--- config.mk ---
export PLATFORM = sky130hd
export DESIGN_NAME = sensor_reading_band_statistics
export DESIGN_NICKNAME = d
export VERILOG_FILES = /design/src/rtl/srbs_pkg.sv /design/src/rtl/srbs_regs.sv /design/src/rtl/srbs_classify.sv /design/src/rtl/srbs_stats.sv /design/src/rtl/sensor_reading_band_statistics.sv
export SDC_FILE = /design/constraint.sdc
export NUM_CORES = 1
export LEC_CHECK = 0
export BUFFER_PORTS_ARGS = -buffer_cell sky130_fd_sc_hd__buf_2
export CORE_MARGIN = 2
export CORE_UTILIZATION = 35
export DETAILED_ROUTE_END_ITERATION = 8
export GPL_TIMING_DRIVEN = 0
export PLACE_DENSITY_LB_ADDON = 0.12
export SLEW_MARGIN = 20
export SYNTH_ARGS = -nofsm -noshare
export SYNTH_HDL_FRONTEND = slang
export SYNTH_SLANG_ARGS = --single-unit
export TNS_END_PERCENT = 100
--- constraint.sdc ---
create_clock -name clk -period 5.4 [get_ports clk]
set_clock_uncertainty 0.1 [all_clocks]
set_input_delay 0.54 -clock clk [delete_from_list [all_inputs] [get_ports clk]]
set_output_delay 0.54 -clock clk [all_outputs]
set_load 0.02 [all_outputs]
--- src/rtl/srbs_pkg.sv ---
// shared types and constants for the sensor reading band statistics block
package srbs_pkg;

  localparam int LEVEL_W   = 15;
  localparam int READING_W = 16;
  localparam int COUNT_W   = 9;
  localparam int SUM_W     = 24;
  localparam int INDEX_W   = 8;
  localparam int APB_AW    = 4;
  localparam int APB_DW    = 32;

  localparam logic [LEVEL_W-1:0] WARNING_RESET  = 15'd480;
  localparam logic [LEVEL_W-1:0] CRITICAL_RESET = 15'd720;
  localparam logic [LEVEL_W-1:0] SHUTDOWN_RESET = 15'd960;

  localparam logic signed [READING_W-1:0] MIN_START = 16'sd32767;
  localparam logic signed [READING_W-1:0] MAX_START = 16'sd0;

  localparam logic signed [SUM_W-1:0] SUM_POS_LIMIT = 24'sh7FFFFF;
  localparam logic signed [SUM_W-1:0] SUM_NEG_LIMIT = 24'sh800000;

  typedef enum logic [1:0] {
    REG_WARNING  = 2'd0,
    REG_CRITICAL = 2'd1,
    REG_SHUTDOWN = 2'd2
  } reg_index_t;

  typedef enum logic [2:0] {
    BAND_NORMAL   = 3'd0,
    BAND_WARNING  = 3'd1,
    BAND_CRITICAL = 3'd2,
    BAND_SHUTDOWN = 3'd3,
    BAND_SKIPPED  = 3'd4
  } band_t;

  typedef struct packed {
    logic [LEVEL_W-1:0] warning_level;
    logic [LEVEL_W-1:0] critical_level;
    logic [LEVEL_W-1:0] shutdown_level;
  } levels_t;

  typedef struct packed {
    band_t band;
    logic  crit_hit;
  } class_t;

  typedef struct packed {
    band_t                       band;
    logic [COUNT_W-1:0]          valid_count;
    logic [COUNT_W-1:0]          skipped_count;
    logic [COUNT_W-1:0]          normal_count;
    logic [COUNT_W-1:0]          warning_count;
    logic [COUNT_W-1:0]          critical_count;
    logic [COUNT_W-1:0]          shutdown_count;
    logic signed [READING_W-1:0] lowest;
    logic signed [READING_W-1:0] highest;
    logic signed [SUM_W-1:0]     sum;
    logic [INDEX_W-1:0]          first_critical_index;
    logic                        first_critical_seen;
  } result_t;

endpackage

--- src/rtl/srbs_regs.sv ---
// apb threshold registers
module srbs_regs
  import srbs_pkg::*;
(
  input  logic              clk,
  input  logic              rst,
  input  logic              psel,
  input  logic              penable,
  input  logic              pwrite,
  input  logic [APB_AW-1:0] paddr,
  input  logic [APB_DW-1:0] pwdata,
  output logic [APB_DW-1:0] prdata,
  output logic              pready,
  output levels_t           levels
);

  reg_index_t idx;
  logic       wr;

  assign pready = 1'b1;
  assign idx    = reg_index_t'(paddr[3:2]);
  assign wr     = psel && penable && pwrite && pready;

  always_ff @(posedge clk) begin
    if (rst) begin
      levels.warning_level  <= WARNING_RESET;
      levels.critical_level <= CRITICAL_RESET;
      levels.shutdown_level <= SHUTDOWN_RESET;
    end else if (wr) begin
      case (idx)
        REG_WARNING:  levels.warning_level  <= pwdata[LEVEL_W-1:0];
        REG_CRITICAL: levels.critical_level <= pwdata[LEVEL_W-1:0];
        REG_SHUTDOWN: levels.shutdown_level <= pwdata[LEVEL_W-1:0];
        default: ;
      endcase
    end
  end

  always_comb begin
    case (idx)
      REG_WARNING:  prdata = APB_DW'(levels.warning_level);
      REG_CRITICAL: prdata = APB_DW'(levels.critical_level);
      REG_SHUTDOWN: prdata = APB_DW'(levels.shutdown_level);
      default:      prdata = '0;
    endcase
  end

endmodule

--- src/rtl/srbs_classify.sv ---
// band classifier and first-critical trigger
module srbs_classify
  import srbs_pkg::*;
(
  input  logic signed [READING_W-1:0] reading,
  input  levels_t                     levels,
  output class_t                      cls
);

  logic signed [READING_W:0] r_ext;
  logic signed [READING_W:0] warn_ext;
  logic signed [READING_W:0] crit_ext;
  logic signed [READING_W:0] shut_ext;

  assign r_ext    = {reading[READING_W-1], reading};
  assign warn_ext = $signed({2'b00, levels.warning_level});
  assign crit_ext = $signed({2'b00, levels.critical_level});
  assign shut_ext = $signed({2'b00, levels.shutdown_level});

  always_comb begin
    cls.crit_hit = (r_ext >= crit_ext);
    priority if (reading == '0) begin
      cls.band = BAND_SKIPPED;
    end else if (r_ext >= shut_ext) begin
      cls.band = BAND_SHUTDOWN;
    end else if (r_ext >= crit_ext) begin
      cls.band = BAND_CRITICAL;
    end else if (r_ext >= warn_ext) begin
      cls.band = BAND_WARNING;
    end else begin
      cls.band = BAND_NORMAL;
    end
  end

endmodule

--- src/rtl/srbs_stats.sv ---
// batch statistics state and update logic
module srbs_stats
  import srbs_pkg::*;
#(
  parameter int BATCH_SIZE = 256
)
(
  input  logic                        clk,
  input  logic                        rst,
  input  logic                        step,
  input  logic signed [READING_W-1:0] reading,
  input  logic                        last,
  input  class_t                      cls,
  output result_t                     result
);

  localparam int CW = $clog2(BATCH_SIZE + 1);
  localparam int OW = (CW > COUNT_W) ? CW : COUNT_W;
  localparam int PW = (CW > INDEX_W) ? CW : INDEX_W;
  localparam logic [CW-1:0] CAP    = CW'(BATCH_SIZE);
  localparam logic [CW-1:0] CAP_M1 = CW'(BATCH_SIZE - 1);

  logic [CW-1:0] valid_tally, skipped_tally, normal_tally;
  logic [CW-1:0] warning_tally, critical_tally, shutdown_tally;
  logic [CW-1:0] valid_tally_next, skipped_tally_next, normal_tally_next;
  logic [CW-1:0] warning_tally_next, critical_tally_next, shutdown_tally_next;
  logic signed [READING_W-1:0] running_min, running_max;
  logic signed [READING_W-1:0] running_min_next, running_max_next;
  logic signed [SUM_W-1:0]     running_sum, running_sum_next;
  logic [CW-1:0]               position, position_next;
  logic [INDEX_W-1:0]          first_index, first_index_next;
  logic                        first_found, first_found_next;

  logic                        is_valid;
  logic [CW-1:0]               pos_sat;
  logic [PW-1:0]               pos_ext;
  logic signed [SUM_W:0]       sum_wide;

  function automatic logic [CW-1:0] bump(input logic [CW-1:0] t, input logic en);
    logic [CW-1:0] r;
    r = t;
    if (en && (t < CAP)) r = t + 1'b1;
    return r;
  endfunction

  function automatic logic [COUNT_W-1:0] to_count(input logic [CW-1:0] t);
    logic [OW-1:0] w;
    w = OW'(t);
    return w[COUNT_W-1:0];
  endfunction

  assign is_valid = (cls.band != BAND_SKIPPED);
  assign pos_sat  = (position > CAP_M1) ? CAP_M1 : position;
  assign pos_ext  = PW'(pos_sat);
  assign sum_wide = {running_sum[SUM_W-1], running_sum}
                  + {{(SUM_W + 1 - READING_W){reading[READING_W-1]}}, reading};

  always_comb begin
    valid_tally_next    = bump(valid_tally, is_valid);
    skipped_tally_next  = bump(skipped_tally, !is_valid);
    normal_tally_next   = bump(normal_tally, cls.band == BAND_NORMAL);
    warning_tally_next  = bump(warning_tally, cls.band == BAND_WARNING);
    critical_tally_next = bump(critical_tally, cls.band == BAND_CRITICAL);
    shutdown_tally_next = bump(shutdown_tally, cls.band == BAND_SHUTDOWN);
    position_next       = bump(position, 1'b1);

    running_min_next = running_min;
    running_max_next = running_max;
    running_sum_next = running_sum;
    if (is_valid) begin
      if (reading < running_min) running_min_next = reading;
      if (reading > running_max) running_max_next = reading;
      if (sum_wide[SUM_W] != sum_wide[SUM_W-1]) begin
        running_sum_next = sum_wide[SUM_W] ? SUM_NEG_LIMIT : SUM_POS_LIMIT;
      end else begin
        running_sum_next = sum_wide[SUM_W-1:0];
      end
    end

    first_found_next = first_found | cls.crit_hit;
    first_index_next = (!first_found && cls.crit_hit) ? pos_ext[INDEX_W-1:0] : first_index;
  end

  always_comb begin
    result.band                 = cls.band;
    result.valid_count          = to_count(valid_tally_next);
    result.skipped_count        = to_count(skipped_tally_next);
    result.normal_count         = to_count(normal_tally_next);
    result.warning_count        = to_count(warning_tally_next);
    result.critical_count       = to_count(critical_tally_next);
    result.shutdown_count       = to_count(shutdown_tally_next);
    result.lowest               = running_min_next;
    result.highest              = running_max_next;
    result.sum                  = running_sum_next;
    result.first_critical_index = first_index_next;
    result.first_critical_seen  = first_found_next;
  end

  always_ff @(posedge clk) begin
    if (rst || (step && last)) begin
      valid_tally    <= '0;
      skipped_tally  <= '0;
      normal_tally   <= '0;
      warning_tally  <= '0;
      critical_tally <= '0;
      shutdown_tally <= '0;
      running_min    <= MIN_START;
      running_max    <= MAX_START;
      running_sum    <= '0;
      position       <= '0;
      first_index    <= '0;
      first_found    <= 1'b0;
    end else if (step) begin
      valid_tally    <= valid_tally_next;
      skipped_tally  <= skipped_tally_next;
      normal_tally   <= normal_tally_next;
      warning_tally  <= warning_tally_next;
      critical_tally <= critical_tally_next;
      shutdown_tally <= shutdown_tally_next;
      running_min    <= running_min_next;
      running_max    <= running_max_next;
      running_sum    <= running_sum_next;
      position       <= position_next;
      first_index    <= first_index_next;
      first_found    <= first_found_next;
    end
  end

endmodule

--- src/rtl/sensor_reading_band_statistics.sv ---
// top level: temperature band statistics over batches of sensor readings
//
// slave stream: s_tdata carries one signed q11.4 reading, s_tlast marks the
// final reading of a batch. master stream: one result per reading with the
// band and the running batch statistics packed into m_tdata.
// thresholds sit in three apb registers (warning 0x0, critical 0x4,
// shutdown 0x8); write them only while no transfer is in flight.
// a reading accepted on the slave side passes through the input register,
// then the result register, before its result shows on the master side.
// throughput: one reading per cycle unless the receiver stalls; the
// statistics update is one add with saturation and a few compares between
// the two registers. when the receiver stalls the result register holds and
// the input register fills, after which s_tready drops; no transfer is lost.
// after a reading with s_tlast the statistics return to their start values.
// reset clears both stream registers, the statistics and the thresholds
// (480, 720, 960 sixteenths of a degree); s_tready is high right after it.
module sensor_reading_band_statistics
  import srbs_pkg::*;
#(
  parameter int BATCH_SIZE = 256
)
(
  input  logic              clk,
  input  logic              rst,
  input  logic              s_tvalid,
  output logic              s_tready,
  input  logic [15:0]       s_tdata,   // reading[15:0]
  input  logic              s_tlast,
  output logic              m_tvalid,
  input  logic              m_tready,
  // band[2:0] valid_count[11:3] skipped_count[20:12] normal_count[29:21]
  // warning_count[38:30] critical_count[47:39] shutdown_count[56:48]
  // lowest[72:57] highest[88:73] sum[112:89] first_critical_index[120:113]
  // first_critical_seen[121] zero[127:122]
  output logic [127:0]      m_tdata,
  input  logic              psel,
  input  logic              penable,
  input  logic              pwrite,
  input  logic [APB_AW-1:0] paddr,
  input  logic [APB_DW-1:0] pwdata,
  output logic [APB_DW-1:0] prdata,
  output logic              pready
);

  levels_t                     levels;
  class_t                      cls;
  result_t                     result;
  result_t                     out_result;
  logic                        in_valid;
  logic signed [READING_W-1:0] in_reading;
  logic                        in_last;
  logic                        out_valid;
  logic                        advance;

  assign advance  = in_valid && (!out_valid || m_tready);
  assign s_tready = !in_valid || advance;

  srbs_regs u_regs (
    .clk     (clk),
    .rst     (rst),
    .psel    (psel),
    .penable (penable),
    .pwrite  (pwrite),
    .paddr   (paddr),
    .pwdata  (pwdata),
    .prdata  (prdata),
    .pready  (pready),
    .levels  (levels)
  );

  srbs_classify u_classify (
    .reading (in_reading),
    .levels  (levels),
    .cls     (cls)
  );

  srbs_stats #(
    .BATCH_SIZE (BATCH_SIZE)
  ) u_stats (
    .clk     (clk),
    .rst     (rst),
    .step    (advance),
    .reading (in_reading),
    .last    (in_last),
    .cls     (cls),
    .result  (result)
  );

  // input register
  always_ff @(posedge clk) begin
    if (rst) begin
      in_valid <= 1'b0;
    end else if (s_tready) begin
      in_valid <= s_tvalid;
    end
  end

  always_ff @(posedge clk) begin
    if (s_tvalid && s_tready) begin
      in_reading <= $signed(s_tdata);
      in_last    <= s_tlast;
    end
  end

  // result register
  always_ff @(posedge clk) begin
    if (rst) begin
      out_valid <= 1'b0;
    end else if (advance) begin
      out_valid <= 1'b1;
    end else if (m_tready) begin
      out_valid <= 1'b0;
    end
  end

  always_ff @(posedge clk) begin
    if (advance) begin
      out_result <= result;
    end
  end

  assign m_tvalid = out_valid;
  assign m_tdata  = {6'b0,
                     out_result.first_critical_seen,
                     out_result.first_critical_index,
                     out_result.sum,
                     out_result.highest,
                     out_result.lowest,
                     out_result.shutdown_count,
                     out_result.critical_count,
                     out_result.warning_count,
                     out_result.normal_count,
                     out_result.skipped_count,
                     out_result.valid_count,
                     out_result.band};

endmodule
==> out/results.tsv, run 1 <==
metric	value	unit
worst path required time	5620	ps
die area	0.0485	mm^2
max_slew headroom	29.6	%
Routed wire per std cell	19.0	um
Core Region	0.0464	mm^2
Tcrit/Tclk final	83.8	%
clk sink count	314	
Synth area leaders	edfxtp_1 25%, dfxtp_1 21%, ha_1 8.3%, nand2_1 5.5%, a21oi_1 3.5%	
# DRC	0	
CTS buffer count	38	
Crit Path Category	flip-flop to flip-flop	
H-tree levels	2	
logic gate share of total power	14.9	%
starting density of the core	35.3	%
largest net degree at the start of global routing	46	
layout cells sized above 1	16.8	%
die width	220	um
Area Growth Syn to Fin	18.5	%
Die Y	220	um
vias	13466	
dominant cell type by area after synthesis	edfxtp_1	
FP Rows	79	
R2R cell count	9	
post-layout min period	4520	ps
Final Total Pwr	6.17	mW
Post-Layout Cell Count	2588	
RSZ-0062 raised after global routing	no	
VDD IR max	0.195	mV
Routed WL	49.2	mm
Yosys cell types	81	
met3 wire length	2.13	mm
Post-synth top flop	dfxtp_1	
WHS Path Cells	1	
Final setup viols	0	
Clock Pin Slew Worst Setup and Hold Paths	60	ps
Via density	5.20	
Clock Latency Late Sink	550	ps
post-layout util	41.8	%
P per Cell Area	318	mW/mm^2
CTS tree	yes	
Clock Tree Root	clkbuf_16	
switching power	1.72	mW
# port buffers	178	
Final Wtd Congestion	0.842	
internal power	4.45	mW
Post-Syn Area	0.0164	mm^2
Inst Count DP	2519	
post-synthesis sequential area ratio	46.9	%
Max Fclk	221	MHz
first drt pass iteration count	5	
nets	2121	
detailed placement HPWL	34.9	mm
Syn Area/Cell	9.57	um^2
crit path DAT	4750	ps
initial antenna violation count	0	
Initial DRC Count	855	
met1 WL	22.8	mm
vias in the first global route	12795	
most common library cells after synthesis	240 x nand2_1, 175 x dfxtp_1, 139 x edfxtp_1, 114 x a21oi_1, 108 x ha_1	
YS warnings	0	
EDFF count, synth	139	
first-pass GRT wire length	74.8	mm
CTS hold repair buffers	0	
overall routing resource usage	20.2	%
n_diodes	0	
Clock Tree Buf Depth	3	
fraction of power consumed by sequential logic	43.8	%
CP max FO	16	
Slew @ Worst Pin	1060	ps
Overflow after GRT	0	
CTS resizes	0	
status	finished clean	
most frequent cell after synthesis	nand2_1	
startpoint types	flip-flop	
final hold viol count	0	
CP Capture Type	flip-flop	
antenna-violating nets left	0	
ys async rst share	0	%
Post-Synthesis Cells	1710	
Post-CTS Setup Inserts	0	
# IOs	223	
Slew Limit Fails	0	
top cell type's share of synthesized area	25.5	%
FF+latch count, synth	314	
final setup TNS	0	ps
Sw Share	27.9	%
# Max-Cap Violations	0	
met2 WL post-DR	23.3	mm
Pleak	7.80	nW
Hold Path Class	input pin to flip-flop	
top routing layer used	met4	
Clock power frac	41.2	%
==> worst paths after layout <==
check	to	from	slack, ps
worst min register to register	u_stats.running_max[1]	u_stats.running_max[1]	360
worst max register to register	m_tdata[94]	in_reading[15]	880
worst max-delay path	m_tdata[94]	in_reading[15]	880
worst min-delay path	in_reading[14]	s_tdata[14]	60
==> state kept, by name, indices dropped and copies added (netlist names), 8 cells and up <==
name	count
u_stats.first_index	8
u_stats.running_min	16
u_stats.skipped_tally	9
u_stats.running_sum	24
u_stats.warning_tally	9
u_stats.valid_tally	9
u_regs.levels	45
u_stats.normal_tally	9
in_reading	16
u_stats.position	9
u_stats.shutdown_tally	9
u_stats.critical_tally	9
m_tdata	122
u_stats.running_max	16
==> per-layer routing <==
layer	vias up	global-route usage (%)
li1	6599	-
met1	6476	27.5
met2	325	33.6
met3	66	2.87
met4	0	5.23
met5	-	0
==> power groups by stage <==
| stage | registers [mW] | clock network, mW | logic (mW) |
|---|---|---|---|
| CTS | 2.71 | 2.62 | 0.925 |
| detailed placement | 2.76 | 0 | 0.918 |
| global placement | 2.77 | 0 | 0.908 |
| floorplan | 2.80 | 0 | 0.550 |
| global route | 2.72 | 2.70 | 1.02 |
| finish | 2.71 | 2.54 | 0.921 |
==> cells in the final DEF, fill, tap and decap left out, drive strengths merged, types with 39 or more instances in the layout <==
| cell type | n |
|---|---|
| nand2 | 240 |
| buf | 225 |
| dfxtp | 175 |
| edfxtp | 139 |
| o21ai | 119 |
| a21oi | 114 |
| ha | 108 |
| clkbuf | 105 |
| inv | 94 |
| nor2 | 93 |
| nand3 | 62 |
| xnor2 | 42 |
| xor2 | 39 |
==> per-stage QoR <==
step	worst slack (ps)	hold slack [ps]	instance area [um^2]
floorplan	44.1	327	16500
global placement	-2970	345	18100
detailed placement	868	351	18200
CTS	846	35.6	19400
global route	672	43.8	19400
finish	877	61.4	19400
==> area by class of cell <==
cell class / instances / area [um^2]
timing repair buffer: 180 / 946
sequential: 314 / 7680
clock inverter: 18 / 170
fill: 4620 / 27000
tap: 607 / 759
clock buffer: 51 / 1050
buffer: 99 / 497
multi-input combinational: 1225 / 7940
inverter: 94 / 353
==> cells by family after synthesis <==
kind of cell | synth area share (%)
flops | 46.9
simple gates | 16.1
mux | 4.36
xor+xnor | 4.33
buf+inv | 5.17
other cells | 0.0459
compound gates | 14.7
fa+ha+maj | 8.44
==> worst max-delay path, stage by stage, from the launching register on <==
cell and delay, ps:
edfxtp_1 770, buf_2 410, nor4_1 190, nand4_1 780
inv_2 240, buf_2 360, clkbuf_1 560, clkbuf_1 540
nand2_1 100, o21ai_1 220
Note: power is estimated with default switching activity, not from simulation.
==> run 2: changes to the inputs <==
==> constraint.sdc (replaced) <==
create_clock -name clk -period 4 [get_ports clk]
set_clock_uncertainty 0.1 [all_clocks]
set_input_delay 0.4 -clock clk [delete_from_list [all_inputs] [get_ports clk]]
set_output_delay 0.4 -clock clk [all_outputs]
set_load 0.02 [all_outputs]
==> run 2 against run 1 <==
Effect of this change: clock power up 38%; count of clock-buffer cells in the layout is 4 lower; highest routed layer unchanged; critical path depth increased by 3; cell count grew 2.2%; die area stayed put; core utilization rose by 1.3 points; non-clock buffer count up 56; global-route usage increased by 0.53 points; first-iteration DRC count rose by 6.1%; sequential share of layout area is 1.2 points lower; via count up 0.93%; combinational power increased by 44%.
==> out/results.tsv, run 2 (synthesis gave the netlist of run 1 again) <==
metric	value	unit	change
status	finished clean		
antenna-violating nets left	0		unchanged
CP Capture Type	flip-flop		
Clock power frac	41.5	%	+0.3 points
H-tree levels	2		unchanged
CTS buffer count	38		unchanged
layout cells sized above 1	18.3	%	+1.5 points
worst path required time	4150	ps	-1470 ps
# IOs	223		unchanged
# Max-Cap Violations	0		unchanged
starting density of the core	35.3	%	unchanged
nets	2177		+2.6%
largest net degree at the start of global routing	77		+67%
vias	13591		+0.93%
FP Rows	79		unchanged
number of flip-flops in the largest register	122		unchanged
Slew @ Worst Pin	1010	ps	-44.9 ps
die area	0.0485	mm^2	unchanged
RSZ-0062 raised after global routing	no		
Core Region	0.0464	mm^2	unchanged
Max Fclk	264	MHz	+19%
VDD IR max	0.244	mV	+25%
Overflow after GRT	0		unchanged
P per Cell Area	423	mW/mm^2	+33%
logic gate share of total power	15.7	%	+0.8 points
Final setup viols	0		unchanged
Pleak	8.09	nW	+3.7%
commonest non-fill, non-tap cell in the layout	nand2_1		
Area Growth Syn to Fin	22.1	%	
Initial DRC Count	907		+6.1%
final setup TNS	0	ps	unchanged
n_diodes	0		unchanged
Slew Limit Fails	0		unchanged
detailed placement HPWL	34.8	mm	-0.27%
max_slew headroom	32.1	%	+2.5 points
final hold viol count	0		unchanged
Die Y	220	um	unchanged
# port buffers	178		unchanged
Routed wire per std cell	18.9	um	-0.61%
vias in the first global route	13194		+3.1%
Clock Tree Root	clkbuf_16		
internal power	6.13	mW	+38%
Final Wtd Congestion	0.845		+0.34%
initial antenna violation count	0		unchanged
Hold Path Class	input pin to flip-flop		
Inst Count DP	2518		-0.040%
first drt pass iteration count	5		unchanged
most frequent cells in the layout	239 x nand2_1, 191 x buf_2, 175 x dfxtp_1		
Tcrit/Tclk final	94.9	%	+11 points
Via density	5.14		-1.2%
# DRC	0		unchanged
fraction of power consumed by sequential logic	42.8	%	-1.0 points
Clock Pin Slew Worst Setup and Hold Paths	60	ps	about the same
Post-Layout Cell Count	2644		+2.2%
Clock Tree Buf Depth	3		unchanged
CP max FO	10		-6
startpoint types	flip-flop		
post-layout min period	3790	ps	-728 ps
post-layout util	43.1	%	+1.3 points
Routed WL	50.0	mm	+1.5%
CTS tree	yes		
switching power	2.33	mW	+36%
clk sink count	314		unchanged
overall routing resource usage	20.7	%	+0.53 points
die width	220	um	unchanged
Crit Path Category	flip-flop to flip-flop		
Clock Latency Late Sink	550	ps	about the same
Final Total Pwr	8.46	mW	+37%
Sw Share	27.6	%	-0.29 points
crit path DAT	3940	ps	-810 ps
first-pass GRT wire length	76.5	mm	+2.3%
run 2: layout make-up:
type / instances / area (um^2)
Sequential cell: 314 / 7680
Timing Repair Buffer: 236 / 1460
Fill cell: 4547 / 26400
Buffer: 99 / 504
Inverter: 94 / 353
Clock inverter: 22 / 248
Tap cell: 607 / 759
Clock buffer: 47 / 1010
Multi-Input combinational cell: 1225 / 7990
run 2: metal layers:
| layer | track usage [%] | vias up | wire length, um | share of wire, % |
|---|---|---|---|---|
| met5 | 0 | - | 0 | 0 |
| met4 | 6.24 | 0 | 1380 | 2.8 |
| met3 | 4.58 | 73 | 3010 | 6.0 |
| met2 | 34.8 | 380 | 23700 | 47 |
| met1 | 26.6 | 6437 | 21900 | 44 |
| li1 | - | 6701 | - | - |
run 2: worst paths after layout:
check | end | startpoint | cells past startpoint | slack (ps)
worst max-delay path | m_tdata[94] | in_reading[0] | 12 | 210
worst min-delay path | u_regs.levels[28] | pwdata[13] | 3 | 30
worst max register to register | m_tdata[94] | in_reading[0] | 12 | 210
worst min register to register | u_stats.running_max[11] | u_stats.running_max[11] | 2 | 370
run 2: power by group through the flow:
stage	Combinational, mW	Sequential (mW)	Clock, mW
2_1_floorplan	0.742	3.78	0
3_3_place_gp	1.22	3.73	0
3_5_place_dp	1.23	3.72	0
4_1_cts	1.31	3.63	3.61
5_1_grt	1.47	3.64	3.74
6_report	1.33	3.62	3.51
run 2: timing repair:
action | 4_1_cts | 5_1_grt
pin swaps | 0 | 1
endpoints found under the hold margin | 32 | 0
endpoints found under the setup margin | 107 | 53
cloned | 0 | 0
hold buffers | 25 | 0
setup buffers | 22 | 10
gates resized for setup | 2 | 8
run 2: worst max-delay path, cell delays in order, from the launching register on:
cell,delay (ps)
edfxtp_1,540
ha_1,310
inv_1,70
fa_1,180
nand2b_1,160
a21oi_1,110
o21ai_1,460
a211oi_2,180
o22ai_1,410
nand2_2,270
nand2_1,250
buf_2,280
o21ai_1,180
run 2: through the flow:
step           setup slack (ps)  cell area [um^2]  hold WS, ps
2_1_floorplan               625             16500          327
3_3_place_gp              -1110             18100          346
3_5_place_dp               -470             18200          358
4_1_cts                    1.88             19900         4.23
5_1_grt                    3.10             20000         13.2
6_report                    205             20000         29.4
